[config.mk]
export PLATFORM = sky130hd
export DESIGN_NAME = txn_log_recovery_table_top
export DESIGN_NICKNAME = d
export VERILOG_FILES = /design/src/rtl/core/trt_pkg.sv /design/src/rtl/core/trt_ram.sv /design/src/rtl/core/trt_out_reg.sv /design/src/rtl/core/trt_engine.sv /design/src/rtl/core/txn_log_recovery_table_top.sv
export SDC_FILE = /design/constraint.sdc
export NUM_CORES = 1
export LEC_CHECK = 0
export ABC_AREA = 0
export ABC_CLOCK_PERIOD_IN_PS = 5200
export BUFFER_PORTS_ARGS = -buffer_cell sky130_fd_sc_hd__buf_2
export CORE_MARGIN = 3
export CORE_UTILIZATION = 48
export DETAILED_ROUTE_END_ITERATION = 10
export GPL_ROUTABILITY_DRIVEN = 0
export PLACE_DENSITY_LB_ADDON = 0.15
export SYNTH_ARGS = -nofsm -noshare
export SYNTH_HDL_FRONTEND = slang
export SYNTH_HIERARCHICAL = 1
export SYNTH_SLANG_ARGS = --single-unit
[constraint.sdc]
create_clock -name clk -period 5.2 [get_ports clk]
set_input_delay 0.26 -clock clk [delete_from_list [all_inputs] [get_ports clk]]
set_output_delay 0.26 -clock clk [all_outputs]
set_load 0.03 [all_outputs]
[src/rtl/core/trt_pkg.sv]
// Shared types and constants for the transaction recovery table.
package trt_pkg;

	localparam int unsigned TRT_TABLE_DEPTH  = 16;
	localparam int unsigned TRT_RESULT_LIMIT = 16;
	localparam int unsigned TRT_ID_W         = 32;
	localparam int unsigned TRT_TYPE_W       = 3;
	localparam int unsigned TRT_CMD_W        = 2;
	localparam int unsigned TRT_KIND_W       = 2;
	localparam int unsigned TRT_DATA_W       = 40;

	typedef enum logic [TRT_CMD_W-1:0] {
		CMD_CLEAR    = 2'd0,
		CMD_ANALYSIS = 2'd1,
		CMD_REDO     = 2'd2,
		CMD_UNDO     = 2'd3
	} trt_cmd_t;

	typedef enum logic [TRT_TYPE_W-1:0] {
		LT_BEGIN  = 3'd0,
		LT_COMMIT = 3'd1,
		LT_ABORT  = 3'd2,
		LT_INSERT = 3'd3,
		LT_UPDATE = 3'd4,
		LT_DELETE = 3'd5,
		LT_OTHER  = 3'd6
	} trt_log_t;

	typedef enum logic [TRT_KIND_W-1:0] {
		KIND_OVERFLOW = 2'd0,
		KIND_REDO     = 2'd1,
		KIND_UNDO     = 2'd2
	} trt_kind_t;

	typedef enum logic [2:0] {
		ST_IDLE,
		ST_SCAN,
		ST_TAIL,
		ST_DECIDE,
		ST_FINAL
	} trt_state_t;

	typedef struct packed {
		logic [TRT_KIND_W-1:0] kind;
		logic [TRT_ID_W-1:0]   txn_id;
		logic [TRT_TYPE_W-1:0] log_type;
		logic                  last;
	} trt_result_t;

endpackage

[src/rtl/core/trt_ram.sv]
// Generic single-write, single-read synchronous RAM with registered read data.
module trt_ram #(
	parameter int unsigned WIDTH = 32,
	parameter int unsigned DEPTH = 16
) (
	input  logic                     clk,
	input  logic                     we,
	input  logic [$clog2(DEPTH)-1:0] waddr,
	input  logic [WIDTH-1:0]         wdata,
	input  logic [$clog2(DEPTH)-1:0] raddr,
	output logic [WIDTH-1:0]         rdata
);

	logic [WIDTH-1:0] mem [DEPTH];

	always_ff @(posedge clk) begin
		if (we) begin
			mem[waddr] <= wdata;
		end
		rdata <= mem[raddr];
	end

endmodule

[src/rtl/core/trt_out_reg.sv]
// Output register for result transfers on the master stream.
module trt_out_reg import trt_pkg::*; (
	input  logic                  clk,
	input  logic                  arst_n,
	input  logic                  push,
	input  trt_result_t           res,
	output logic                  free,
	output logic                  m_axis_tvalid,
	input  logic                  m_axis_tready,
	output logic [TRT_DATA_W-1:0] m_axis_tdata,
	output logic [TRT_KIND_W-1:0] m_axis_tuser,
	output logic                  m_axis_tlast
);

	logic        valid_q;
	trt_result_t res_q;

	assign free = !valid_q || m_axis_tready;

	always_ff @(posedge clk or negedge arst_n) begin
		if (!arst_n) begin
			valid_q <= 1'b0;
		end else if (free) begin
			valid_q <= push;
		end
	end

	always_ff @(posedge clk) begin
		if (push && free) begin
			res_q <= res;
		end
	end

	assign m_axis_tvalid = valid_q;
	assign m_axis_tdata  = TRT_DATA_W'({res_q.log_type, res_q.txn_id});
	assign m_axis_tuser  = res_q.kind;
	assign m_axis_tlast  = res_q.last;

endmodule

[src/rtl/core/trt_engine.sv]
// Table sequencer: sweeps the ID memory for match, free slot and undo ordering.
module trt_engine import trt_pkg::*; #(
	parameter int unsigned TABLE_DEPTH = TRT_TABLE_DEPTH
) (
	input  logic                  clk,
	input  logic                  arst_n,
	input  logic                  s_axis_tvalid,
	output logic                  s_axis_tready,
	input  logic [TRT_CMD_W-1:0]  in_cmd,
	input  logic [TRT_ID_W-1:0]   in_id,
	input  logic [TRT_TYPE_W-1:0] in_type,
	input  logic                  out_free,
	output logic                  push,
	output trt_result_t           res
);

	localparam int unsigned IDX_W = $clog2(TABLE_DEPTH);
	localparam int unsigned CNT_W = $clog2(TRT_RESULT_LIMIT + 1);
	localparam logic [IDX_W-1:0] LAST_IDX = IDX_W'(TABLE_DEPTH - 1);
	localparam logic [CNT_W-1:0] LIMIT    = CNT_W'(TRT_RESULT_LIMIT);

	trt_state_t state_q, state_d;

	logic [TRT_CMD_W-1:0]  cmd_q;
	logic [TRT_ID_W-1:0]   id_q;
	logic [TRT_TYPE_W-1:0] type_q;

	logic [IDX_W-1:0]       ptr_q;
	logic                   vld_s1;
	logic [IDX_W-1:0]       idx_s1;
	logic [TABLE_DEPTH-1:0] committed_q;
	logic [TABLE_DEPTH-1:0] active_q;

	logic                match_found_q;
	logic [IDX_W-1:0]    match_idx_q;
	logic                free_found_q;
	logic [IDX_W-1:0]    free_idx_q;
	logic                best_found_q;
	logic [TRT_ID_W-1:0] best_id_q;
	logic                have_pend_q;
	logic [TRT_ID_W-1:0] pend_id_q;
	logic [CNT_W-1:0]    cnt_q;

	logic [TRT_ID_W-1:0] rd_data;
	logic                ram_we;

	logic accept, accept_scan, start_scan, load_pend, tbl_upd;
	logic in_use_s1, id_hit, cand;
	logic slot_ok, overflow, redo_hit, is_undo, last_scan;
	logic [IDX_W-1:0] slot;

	trt_ram #(
		.WIDTH(TRT_ID_W),
		.DEPTH(TABLE_DEPTH)
	) u_id_ram (
		.clk  (clk),
		.we   (ram_we),
		.waddr(free_idx_q),
		.wdata(id_q),
		.raddr(ptr_q),
		.rdata(rd_data)
	);

	assign accept    = s_axis_tvalid && s_axis_tready;
	assign in_use_s1 = committed_q[idx_s1] | active_q[idx_s1];
	assign id_hit    = in_use_s1 && (rd_data == id_q);
	// smallest active ID strictly above the one already taken
	assign cand      = active_q[idx_s1] && (!have_pend_q || rd_data > pend_id_q)
		&& (!best_found_q || rd_data < best_id_q);

	assign is_undo   = (cmd_q == CMD_UNDO);
	assign slot_ok   = match_found_q || free_found_q;
	assign slot      = match_found_q ? match_idx_q : free_idx_q;
	assign overflow  = (cmd_q == CMD_ANALYSIS) && (type_q != LT_ABORT) && !slot_ok;
	assign redo_hit  = (cmd_q == CMD_REDO) && match_found_q && committed_q[match_idx_q];
	assign last_scan = (cnt_q + CNT_W'(1)) == LIMIT;

	always_comb begin
		case (in_cmd)
			CMD_ANALYSIS: accept_scan = (in_type <= LT_ABORT);
			CMD_REDO:     accept_scan = (in_type >= LT_INSERT) && (in_type <= LT_DELETE);
			CMD_UNDO:     accept_scan = 1'b1;
			default:      accept_scan = 1'b0;
		endcase
	end

	// next state
	always_comb begin
		state_d = state_q;
		case (state_q)
			ST_IDLE: begin
				if (accept && accept_scan) begin
					state_d = ST_SCAN;
				end
			end
			ST_SCAN: begin
				if (ptr_q == LAST_IDX) begin
					state_d = ST_TAIL;
				end
			end
			ST_TAIL: begin
				state_d = ST_DECIDE;
			end
			ST_DECIDE: begin
				if (is_undo) begin
					if (!have_pend_q || out_free) begin
						if (!best_found_q) begin
							state_d = ST_IDLE;
						end else if (last_scan) begin
							state_d = ST_FINAL;
						end else begin
							state_d = ST_SCAN;
						end
					end
				end else if (!(overflow || redo_hit) || out_free) begin
					state_d = ST_IDLE;
				end
			end
			ST_FINAL: begin
				if (out_free) begin
					state_d = ST_IDLE;
				end
			end
			default: begin
				state_d = ST_IDLE;
			end
		endcase
	end

	// outputs
	always_comb begin
		s_axis_tready = 1'b0;
		push          = 1'b0;
		start_scan    = 1'b0;
		load_pend     = 1'b0;
		tbl_upd       = 1'b0;
		res.kind      = KIND_UNDO;
		res.txn_id    = pend_id_q;
		res.log_type  = LT_ABORT;
		res.last      = 1'b1;
		case (state_q)
			ST_IDLE: begin
				s_axis_tready = 1'b1;
				start_scan    = accept && accept_scan;
			end
			ST_DECIDE: begin
				if (is_undo) begin
					push       = have_pend_q && out_free;
					res.last   = !best_found_q;
					load_pend  = (!have_pend_q || out_free) && best_found_q;
					start_scan = load_pend && !last_scan;
				end else begin
					push         = (overflow || redo_hit) && out_free;
					res.kind     = overflow ? KIND_OVERFLOW : KIND_REDO;
					res.txn_id   = id_q;
					res.log_type = type_q;
					tbl_upd      = (cmd_q == CMD_ANALYSIS) && (!overflow || out_free);
				end
			end
			ST_FINAL: begin
				push = out_free;
			end
			default: begin
			end
		endcase
	end

	assign ram_we = tbl_upd && !match_found_q && free_found_q && (type_q != LT_ABORT);

	always_ff @(posedge clk) begin
		if (accept) begin
			id_q   <= in_id;
			type_q <= in_type;
		end
		idx_s1 <= ptr_q;
		if (vld_s1 && id_hit && !match_found_q) begin
			match_idx_q <= idx_s1;
		end
		if (vld_s1 && !in_use_s1 && !free_found_q) begin
			free_idx_q <= idx_s1;
		end
		if (vld_s1 && cand) begin
			best_id_q <= rd_data;
		end
		if (load_pend) begin
			pend_id_q <= best_id_q;
		end
	end

	always_ff @(posedge clk or negedge arst_n) begin
		if (!arst_n) begin
			state_q       <= ST_IDLE;
			cmd_q         <= CMD_CLEAR;
			ptr_q         <= '0;
			vld_s1        <= 1'b0;
			committed_q   <= '0;
			active_q      <= '0;
			match_found_q <= 1'b0;
			free_found_q  <= 1'b0;
			best_found_q  <= 1'b0;
			have_pend_q   <= 1'b0;
			cnt_q         <= '0;
		end else begin
			state_q <= state_d;
			vld_s1  <= (state_q == ST_SCAN);
			if (accept) begin
				cmd_q <= in_cmd;
				if (in_cmd == CMD_CLEAR) begin
					committed_q <= '0;
					active_q    <= '0;
				end
				if (in_cmd == CMD_UNDO) begin
					have_pend_q <= 1'b0;
					cnt_q       <= '0;
				end
			end
			if (start_scan) begin
				ptr_q         <= '0;
				match_found_q <= 1'b0;
				free_found_q  <= 1'b0;
				best_found_q  <= 1'b0;
			end else if (state_q == ST_SCAN) begin
				ptr_q <= ptr_q + IDX_W'(1);
			end
			if (vld_s1) begin
				if (id_hit) begin
					match_found_q <= 1'b1;
				end
				if (!in_use_s1) begin
					free_found_q <= 1'b1;
				end
				if (cand) begin
					best_found_q <= 1'b1;
				end
			end
			if (load_pend) begin
				have_pend_q <= 1'b1;
				cnt_q       <= cnt_q + CNT_W'(1);
			end
			if (tbl_upd) begin
				case (type_q)
					LT_BEGIN: begin
						if (match_found_q) begin
							active_q[match_idx_q] <= 1'b1;
						end else if (free_found_q) begin
							committed_q[free_idx_q] <= 1'b0;
							active_q[free_idx_q]    <= 1'b1;
						end
					end
					LT_COMMIT: begin
						if (slot_ok) begin
							committed_q[slot] <= 1'b1;
							active_q[slot]    <= 1'b0;
						end
					end
					LT_ABORT: begin
						if (match_found_q) begin
							active_q[match_idx_q] <= 1'b0;
						end
					end
					default: begin
					end
				endcase
			end
		end
	end

endmodule

[src/rtl/core/txn_log_recovery_table_top.sv]
// Transaction recovery table: analysis, redo filter and undo abort listing.
//
// Usage:
//  Slave stream carries log records and commands: tuser holds the command
//  (clear, analysis, redo, undo), tdata holds txn_id and log_type.
//  Master stream carries results: tuser holds the kind (overflow, redo kept,
//  undo abort), tdata holds txn_id and log_type, tlast marks the final result
//  of one input transfer; on an undo listing it marks the log flush.
//  Clear, and analysis or redo records of a type that is ignored, finish
//  on acceptance. Analysis and redo records take one sweep over the single
//  read port of the ID memory, a tail step to finish the last compare and a
//  decide step to update the table. Undo lists the active IDs one sweep per
//  ID, in ascending order, and ends with a closing sweep that finds none; a
//  full listing of 16 IDs skips the closing sweep.
//  A result sits in an output register, so the block takes the next transfer
//  while a result waits; during undo the sweep holds, and an analysis or
//  redo result waits, until the register is free. Reset empties the table
//  at once: the committed and active flags are flip-flops, the ID memory
//  needs no clearing.
module txn_log_recovery_table_top import trt_pkg::*; #(
	parameter int unsigned TABLE_DEPTH = TRT_TABLE_DEPTH
) (
	input  logic                  clk,
	input  logic                  arst_n,
	input  logic                  s_axis_tvalid,
	output logic                  s_axis_tready,
	input  logic [TRT_DATA_W-1:0] s_axis_tdata,  // txn_id[31:0], log_type[34:32], zero pad
	input  logic [TRT_CMD_W-1:0]  s_axis_tuser,  // command[1:0]
	output logic                  m_axis_tvalid,
	input  logic                  m_axis_tready,
	output logic [TRT_DATA_W-1:0] m_axis_tdata,  // out_txn_id[31:0], out_log_type[34:32], zero pad
	output logic [TRT_KIND_W-1:0] m_axis_tuser,  // kind[1:0]
	output logic                  m_axis_tlast
);

	logic        out_free;
	logic        push;
	trt_result_t res;

	trt_engine #(
		.TABLE_DEPTH(TABLE_DEPTH)
	) u_engine (
		.clk          (clk),
		.arst_n       (arst_n),
		.s_axis_tvalid(s_axis_tvalid),
		.s_axis_tready(s_axis_tready),
		.in_cmd       (s_axis_tuser),
		.in_id        (s_axis_tdata[TRT_ID_W-1:0]),
		.in_type      (s_axis_tdata[TRT_ID_W +: TRT_TYPE_W]),
		.out_free     (out_free),
		.push         (push),
		.res          (res)
	);

	trt_out_reg u_out_reg (
		.clk          (clk),
		.arst_n       (arst_n),
		.push         (push),
		.res          (res),
		.free         (out_free),
		.m_axis_tvalid(m_axis_tvalid),
		.m_axis_tready(m_axis_tready),
		.m_axis_tdata (m_axis_tdata),
		.m_axis_tuser (m_axis_tuser),
		.m_axis_tlast (m_axis_tlast)
	);

endmodule

==> metrics.yaml, run 1 <==
critical_path:
  crit_required_ns: 5.48
  crit_arrival_ns: 3.74
  start_kind: "flip-flop"
  worstPathMaxFanout: 17
  path_class: "flip-flop to flip-flop"
  critPathCaptureType: "flip-flop"
routing:
  dr.pass1.iters: 5
  drc_errors: 0
  avgViaCountPerCell: 5.90
  antenna_left: 0
  drt_iter0_markers: 1372
  wl_per_cell_um: 26.1
  route.vias.total: 16241
  finalWirelength_um: 72000
sta:
  max_slew.worst_pin.slew_ns: 1.19
  relSlewSlack_pct: 20.7
  finalCritPeriodShare_pct: 66.6
  tns_ns: 0
  rsz0062_at_grt: "no"
  report.final.setup_viol: 0
  hold_viol: 0
  final.setup.worst_slack_ns: 1.74
  min_period_ns: 3.46
  fmax_ghz: 0.289
  drv_slew: 0
  finClkSkew_ns: 0.0192
yosys:
  synthCells: 1675
  postSynthAreaPerCell_um2: 17.9
  yosys-top-cells-count: "edfxtp_1 (657), mux4_2 (136), nand2_1 (103)"
  async_reset_ff_share_pct: 6.98
  synth_warnings: 6
  synth_edf_count: 657
  yosysTopAreaCellShare_pct: 65.7
  synth_area_leader_cell: "edfxtp_1"
  ys.flop_type: "edfxtp_1"
  syn_area_mm2: 0.0300
  synth_area_leaders: "edfxtp_1 (66%), mux4_2 (10%), dfrtp_1 (4.3%)"
  ys_seq_area_share_pct: 72.4
  synth.distinct_cells: 75
  synth-seq-cells: 745
  synth_most_common_cell: "edfxtp_1"
finish:
  antennaDiodeCount: 0
  drive_gt1_share_pct: 24.2
  fillers: 4749
  regArea_mm2: 0.0218
  layout.nets: 1963
  syn_to_final_growth_pct: 15.2
  multi_input_comb_area_mm2: 0.00781
floorplanning:
  coreArea_mm2: 0.0618
  rows: 91
  fp.dieH_um: 256
  die_w_um: 256
  io-pin-count: 91
  die_area_mm2: 0.0656
  start_util_pct: 48.6
power_and_ir_drop:
  p_leak_nw: 11.9
  cellPowerDensity_mw_per_mm2: 490
  peakVddDrop_mv: 0.350
clock_network:
  htree_levels: 3
  cts_resized: 0
  clock_latency_ns: 0.62
  numCtsBuffers: 78
  clk_pin_slew_ns: 0.06
  cts.path.max_buffers: 3
  cts_setup_buffers: 0
  cts_tree: "done"
  cts.sinks: 745
  clockRootBuffer: "clkbuf_16"
global_routing:
  antenna_found_initial: 0
  grt_pass1_wl_um: 107000
  grt-ovfl-total: 0
  grt_usage_pct: 22.1
  grt_pass1_vias: 16636
  grt_max_degree: 81
place:
  place_worst_setup_slack_ns: 1.83
  io_buffers: 80
  hpwlAfterDp_um: 43100
status:
  outcome: "finished, final reports clean"
run:
  max-cap-violations: 0
min_path:
  min-delay-path-class: "input port to flip-flop"
## sequential cells by signal, summed over array words and instances (netlist names), 5 cells and up
signal / flops
u_engine/pend_id_q: 32
u_engine/id_q: 32
u_engine/committed_q: 16
u_engine/best_id_q: 32
u_engine/active_q: 16
u_engine/u_id_ram/mem: 512
u_engine/u_id_ram/rdata: 32
u_out_reg/m_axis_tdata: 35
u_engine/cnt_q: 5
## area by class of cell
| class | count | share of cell area, % |
|---|---|---|
| well taps | 837 | 3.03 |
| inverters | 76 | 0.825 |
| flip-flops and latches | 745 | 62.9 |
| clock inverters | 39 | 1.01 |
| clock buffers | 105 | 6.11 |
| repair buffers | 171 | 3.52 |
| multi-input cells | 780 | 22.6 |
## per-layer routing
layer  part of all wire, %  GRT usage, %  vias up
met3                   6.9          5.09      157
met4                   3.8          8.27        0
li1                      -             -     7053
met1                    42          30.3     8447
met2                    47          34.8      584
met5                     0             0        -
## where the power goes
group          internal (W)  leakage, nW  switching [W]  total [W]
sequential          0.00714         6.92       0.000683    0.00782
clock               0.00312         1.20        0.00225    0.00537
combinational       0.00174         3.73        0.00202    0.00376
## worst paths after layout
kind                       slack [ns]  cells past startpoint                  start                            to
setup / recovery                 1.74                      6    u_engine/state_q[2]  u_engine/u_id_ram/mem[2][18]
hold / removal                   0.12                      4          s_axis_tvalid           u_engine/state_q[0]
setup reg to reg                 1.74                      6    u_engine/state_q[2]  u_engine/u_id_ram/mem[2][18]
hold reg to reg                  0.44                      0  u_engine/best_id_q[8]         u_engine/pend_id_q[8]
max in group asynchronous        4.33                      3                 arst_n             u_engine/ptr_q[0]
min in group asynchronous        0.32                      3                 arst_n          u_engine/active_q[9]
## cells by family (layout without fill, tap and decap cells)
family | Yosys count | count (layout) | share of synthesized area, %
AOI/OAI and AO/OA | 240 | 240 | 5.48
xor gates and xnor gates | 38 | 38 | 1.11
adders and majority gates | 65 | 65 | 2.71
buffers and inverters | 154 | 391 | 2.18
DFF | 745 | 745 | 72.4
muxes | 182 | 182 | 11.9
other | 1 | 5 | 0.0125
and+or+nand+nor | 250 | 250 | 4.21
## critical path, stage by stage (launching register included)
cell and delay [ns]:
dfrtp_1 0.43, and3b_1 0.38, nand2_1 0.09, nor3_1 0.44, or3b_2 0.62, nor2_4 0.72
buf_4 0.44
## layout by cell type, fill, tap and decap left out, types with 6 or more instances in the layout
master,count
buf_4,49
a32oi_1,28
nand2_1,102
nor3_2,6
nand3_1,18
dfxtp_1,36
nand2b_1,11
o21ai_0,34
edfxtp_1,657
nand4_1,17
buf_2,80
clkbuf_16,79
xnor2_1,30
clkinv_1,9
a22oi_1,70
nor2b_1,10
ha_1,65
mux4_2,136
inv_1,75
a31oi_1,17
a21oi_1,46
clkbuf_1,22
nor2_4,13
dlygate4sd3_1,39
mux2_2,34
clkinv_2,16
nor2_1,24
mux2i_1,11
nor3_1,8
dfrtp_1,50
xor2_1,8
## repair_timing
action	CTS	global route
hold buffers	39	0
endpoints found under the setup margin	0	0
hold endpoints to repair	91	0
## stage by stage
step                      area [µm²]  total power (W)  util [%]  hold WS, ns  instances
after floorplan                30000           0.0104         -      -0.0356       1679
after global placement         31700           0.0116      51.3        0.428       2570
after detailed placement       31700           0.0117      51.3        0.433       2570
after CTS                      34600           0.0171      55.9       0.0908       2753
after global routing           34600           0.0177      55.9        0.123       2753
final                          34600           0.0170      55.9        0.117       2753
(Power assumes the default switching activity.)
==> run 2: changes to the inputs <==
--- a/config.mk
+++ b/config.mk
@@ -6,7 +6,7 @@
 export NUM_CORES = 1
 export LEC_CHECK = 0
 export ABC_AREA = 0
-export ABC_CLOCK_PERIOD_IN_PS = 5200
+export ABC_CLOCK_PERIOD_IN_PS = 3000
 export BUFFER_PORTS_ARGS = -buffer_cell sky130_fd_sc_hd__buf_2
 export CORE_MARGIN = 3
 export CORE_UTILIZATION = 48
==> constraint.sdc (replaced) <==
create_clock -name clk -period 3 [get_ports clk]
set_input_delay 0.15 -clock clk [delete_from_list [all_inputs] [get_ports clk]]
set_output_delay 0.15 -clock clk [all_outputs]
set_load 0.03 [all_outputs]
==> run 2 against run 1 <==
Compared with the run above: final cell count grew 2.1%; register-to-register slack lost 1.5 ns; wire length is 1.6% higher; sequential power rose by 70%; critical path depth grew 3; via count up 0.25%; worst setup slack worse by 1.5 ns; highest routed layer unchanged.
==> metrics.yaml, run 2 (synthesis results as in run 1) <==
sta:
  finalCritPeriodShare_pct: 92.3  # +26 points
  rsz0062_at_grt: "no"
  min_period_ns: 2.77  # -0.694 ns
  fmax_ghz: 0.361  # +25%
  hold_viol: 0  # unchanged
  report.final.setup_viol: 0  # unchanged
  drv_slew: 0  # unchanged
  finClkSkew_ns: 0.0244  # +0.00523 ns
  max_slew.worst_pin.slew_ns: 1.26  # +0.0746 ns
  relSlewSlack_pct: 15.0  # -5.7 points
global_routing:
  antenna_found_initial: 0  # unchanged
  grt_max_degree: 53  # -35%
  grt_usage_pct: 22.5  # +0.43 points
  grt_pass1_vias: 16580  # -0.34%
  grt-ovfl-total: 0  # unchanged
  grt_pass1_wl_um: 108000  # +1.5%
status:
  outcome: "finished, final reports clean"
critical_path:
  critPathCaptureType: "flip-flop"
  crit_required_ns: 3.36  # -2.12 ns
  path_class: "flip-flop to flip-flop"
  crit_path_start: "u_engine/pend_id_q[23]"
  ff2ff_path_depth: 9  # +3
  crit_arrival_ns: 3.13  # -0.61 ns
  worstPathMaxFanout: 9  # -8
  start_kind: "flip-flop"
  r2r_start: "u_engine/pend_id_q[23]"
routing:
  route.vias.total: 16281  # +0.25%
  finalWirelength_um: 73100  # +1.6%
  avgViaCountPerCell: 5.79  # -1.8%
  drt_iter0_markers: 1430  # +4.2%
  wl_per_cell_um: 26.0  # -0.50%
  drc_errors: 0  # unchanged
  antenna_left: 0  # unchanged
  dr.pass1.iters: 5  # unchanged
floorplanning:
  fp.dieH_um: 256  # unchanged
  rows: 91  # unchanged
  coreArea_mm2: 0.0618  # unchanged
  start_util_pct: 48.6  # unchanged
  die_w_um: 256  # unchanged
  die_area_mm2: 0.0656  # unchanged
  io-pin-count: 91  # unchanged
clock_network:
  clockRootBuffer: "clkbuf_16"
  clk_pin_slew_ns: 0.07  # about the same
  cts.sinks: 745  # unchanged
  cts.path.max_buffers: 3  # unchanged
  cts_setup_buffers: 0  # unchanged
  clock_latency_ns: 0.62  # about the same
  htree_levels: 3  # unchanged
  numCtsBuffers: 79  # +1.3%
  cts_tree: "done"
run:
  max-cap-violations: 0  # unchanged
power_and_ir_drop:
  clockPowerShare_pct: 32.1  # +0.4 points
  switching_power_w: 0.00872  # +76%
  peakVddDrop_mv: 0.427  # +22%
  internal-power_w: 0.0214  # +78%
  p_comb_share_pct: 23.6  # +1.4 points
  power_frac_seq_pct: 44.3  # -1.9 points
  p_leak_nw: 12.3  # +3.7%
  cellPowerDensity_mw_per_mm2: 849  # +73%
  switching_share_pct: 29.0  # -0.29 points
finish:
  layout.cells.most_common_list: "edfxtp_1 (657), mux4_2 (136), nand2_1 (102), clkbuf_16 (81)"
  finalNonFillerCells: 2810  # +2.1%
  drive_gt1_share_pct: 26.4  # +2.2 points
  top_register: "u_engine/u_id_ram/mem"
  multi_input_comb_area_mm2: 0.00782  # +0.13%
  antennaDiodeCount: 0  # unchanged
  layout.nets: 2021  # +3.0%
  final_common_cell: "edfxtp_1"
  regArea_mm2: 0.0218  # unchanged
  fillers: 4633  # -2.4%
  syn_to_final_growth_pct: 18.1
  largest_register_ffs: 512  # unchanged
  fin_area_mm2: 0.0355  # +2.5%
place:
  dpl.cell_count: 2626  # +2.2%
  place_area_mm2: 0.0325  # +2.3%
  io_buffers: 80  # unchanged
  hpwlAfterDp_um: 45500  # +5.6%
min_path:
  min-delay-path-class: "input port to async pin"
[run 2: cell count changes in the layout (fill, tap and decap cells not counted), moves of 3 or more]
cell        before  now
o31ai_1          3    6
nor3_2           6    3
clkbuf_8         4   11
clkinvlp_4       4    0
clkinv_2        16   13
o31ai_2          3    0
buf_4           49   80
nor3_4           2    5
clkbuf_1        22   19
buf_12           3   28
[run 2: worst paths after layout]
path,to,slack [ns]
max in group asynchronous,u_engine/committed_q[9],2.20
min reg2reg,u_engine/pend_id_q[7],0.45
min,u_engine/active_q[7],0.09
max reg2reg,u_engine/best_id_q[28],0.23
max,u_engine/best_id_q[28],0.23
min in group clk,u_engine/id_q[18],0.24
[run 2: per-layer routing]
layer / vias up / global-route usage, % / routed length, µm
li1: 7180 / - / -
met1: 8424 / 32.3 / 31400
met2: 564 / 35.4 / 34600
met3: 113 / 3.74 / 4980
met4: 0 / 7.59 / 2110
met5: - / 0 / 0
[run 2: through the flow]
step	worst slack (ns)	util (%)	hold slack (ns)	total power [W]	TNS (ns)
final	0.230	57.4	0.0931	0.0301	0
after global routing	0.106	57.4	0.153	0.0315	0
after CTS	0.203	57.4	0.0746	0.0304	0
after detailed placement	0.215	52.5	0.191	0.0206	0
after global placement	0.251	52.5	0.193	0.0206	0
after floorplan	-0.498	-	-0.146	0.0181	-60.35
[run 2: power groups by stage]
stage	clock, W	combinational, W	sequential, W
final	0.00967	0.00710	0.0133
after detailed placement	0	0.00709	0.0136
after floorplan	0	0.00485	0.0132
after CTS	0.00988	0.00716	0.0133
after global placement	0	0.00705	0.0135
after global routing	0.0103	0.00775	0.0134
[run 2: what timing repair did]
item,4_1_cts,5_1_grt
hold endpoints to repair,62,0
endpoints found under the setup margin,0,3
resized for setup,0,1
hold buffers,40,0
[run 2: worst max-delay path, cell delays in order (launching register included)]
cell      delay (ns)
edfxtp_1        0.36
inv_1           0.05
ha_1            0.31
nand4_1         0.18
or4_1           0.65
o41ai_1         0.37
nor3_1          0.10
o21ai_0         0.19
nor3_4          0.10
buf_4           0.20
[run 2: cell type report]
| class | count | share of cell area, % |
|---|---|---|
| sequential | 745 | 61.4 |
| multi-input combinational | 780 | 22.1 |
| clock buffer | 111 | 6.34 |
| timing repair buffer | 228 | 5.53 |
| tap | 837 | 2.95 |
| clock inverter | 33 | 0.956 |
| inverter | 76 | 0.804 |
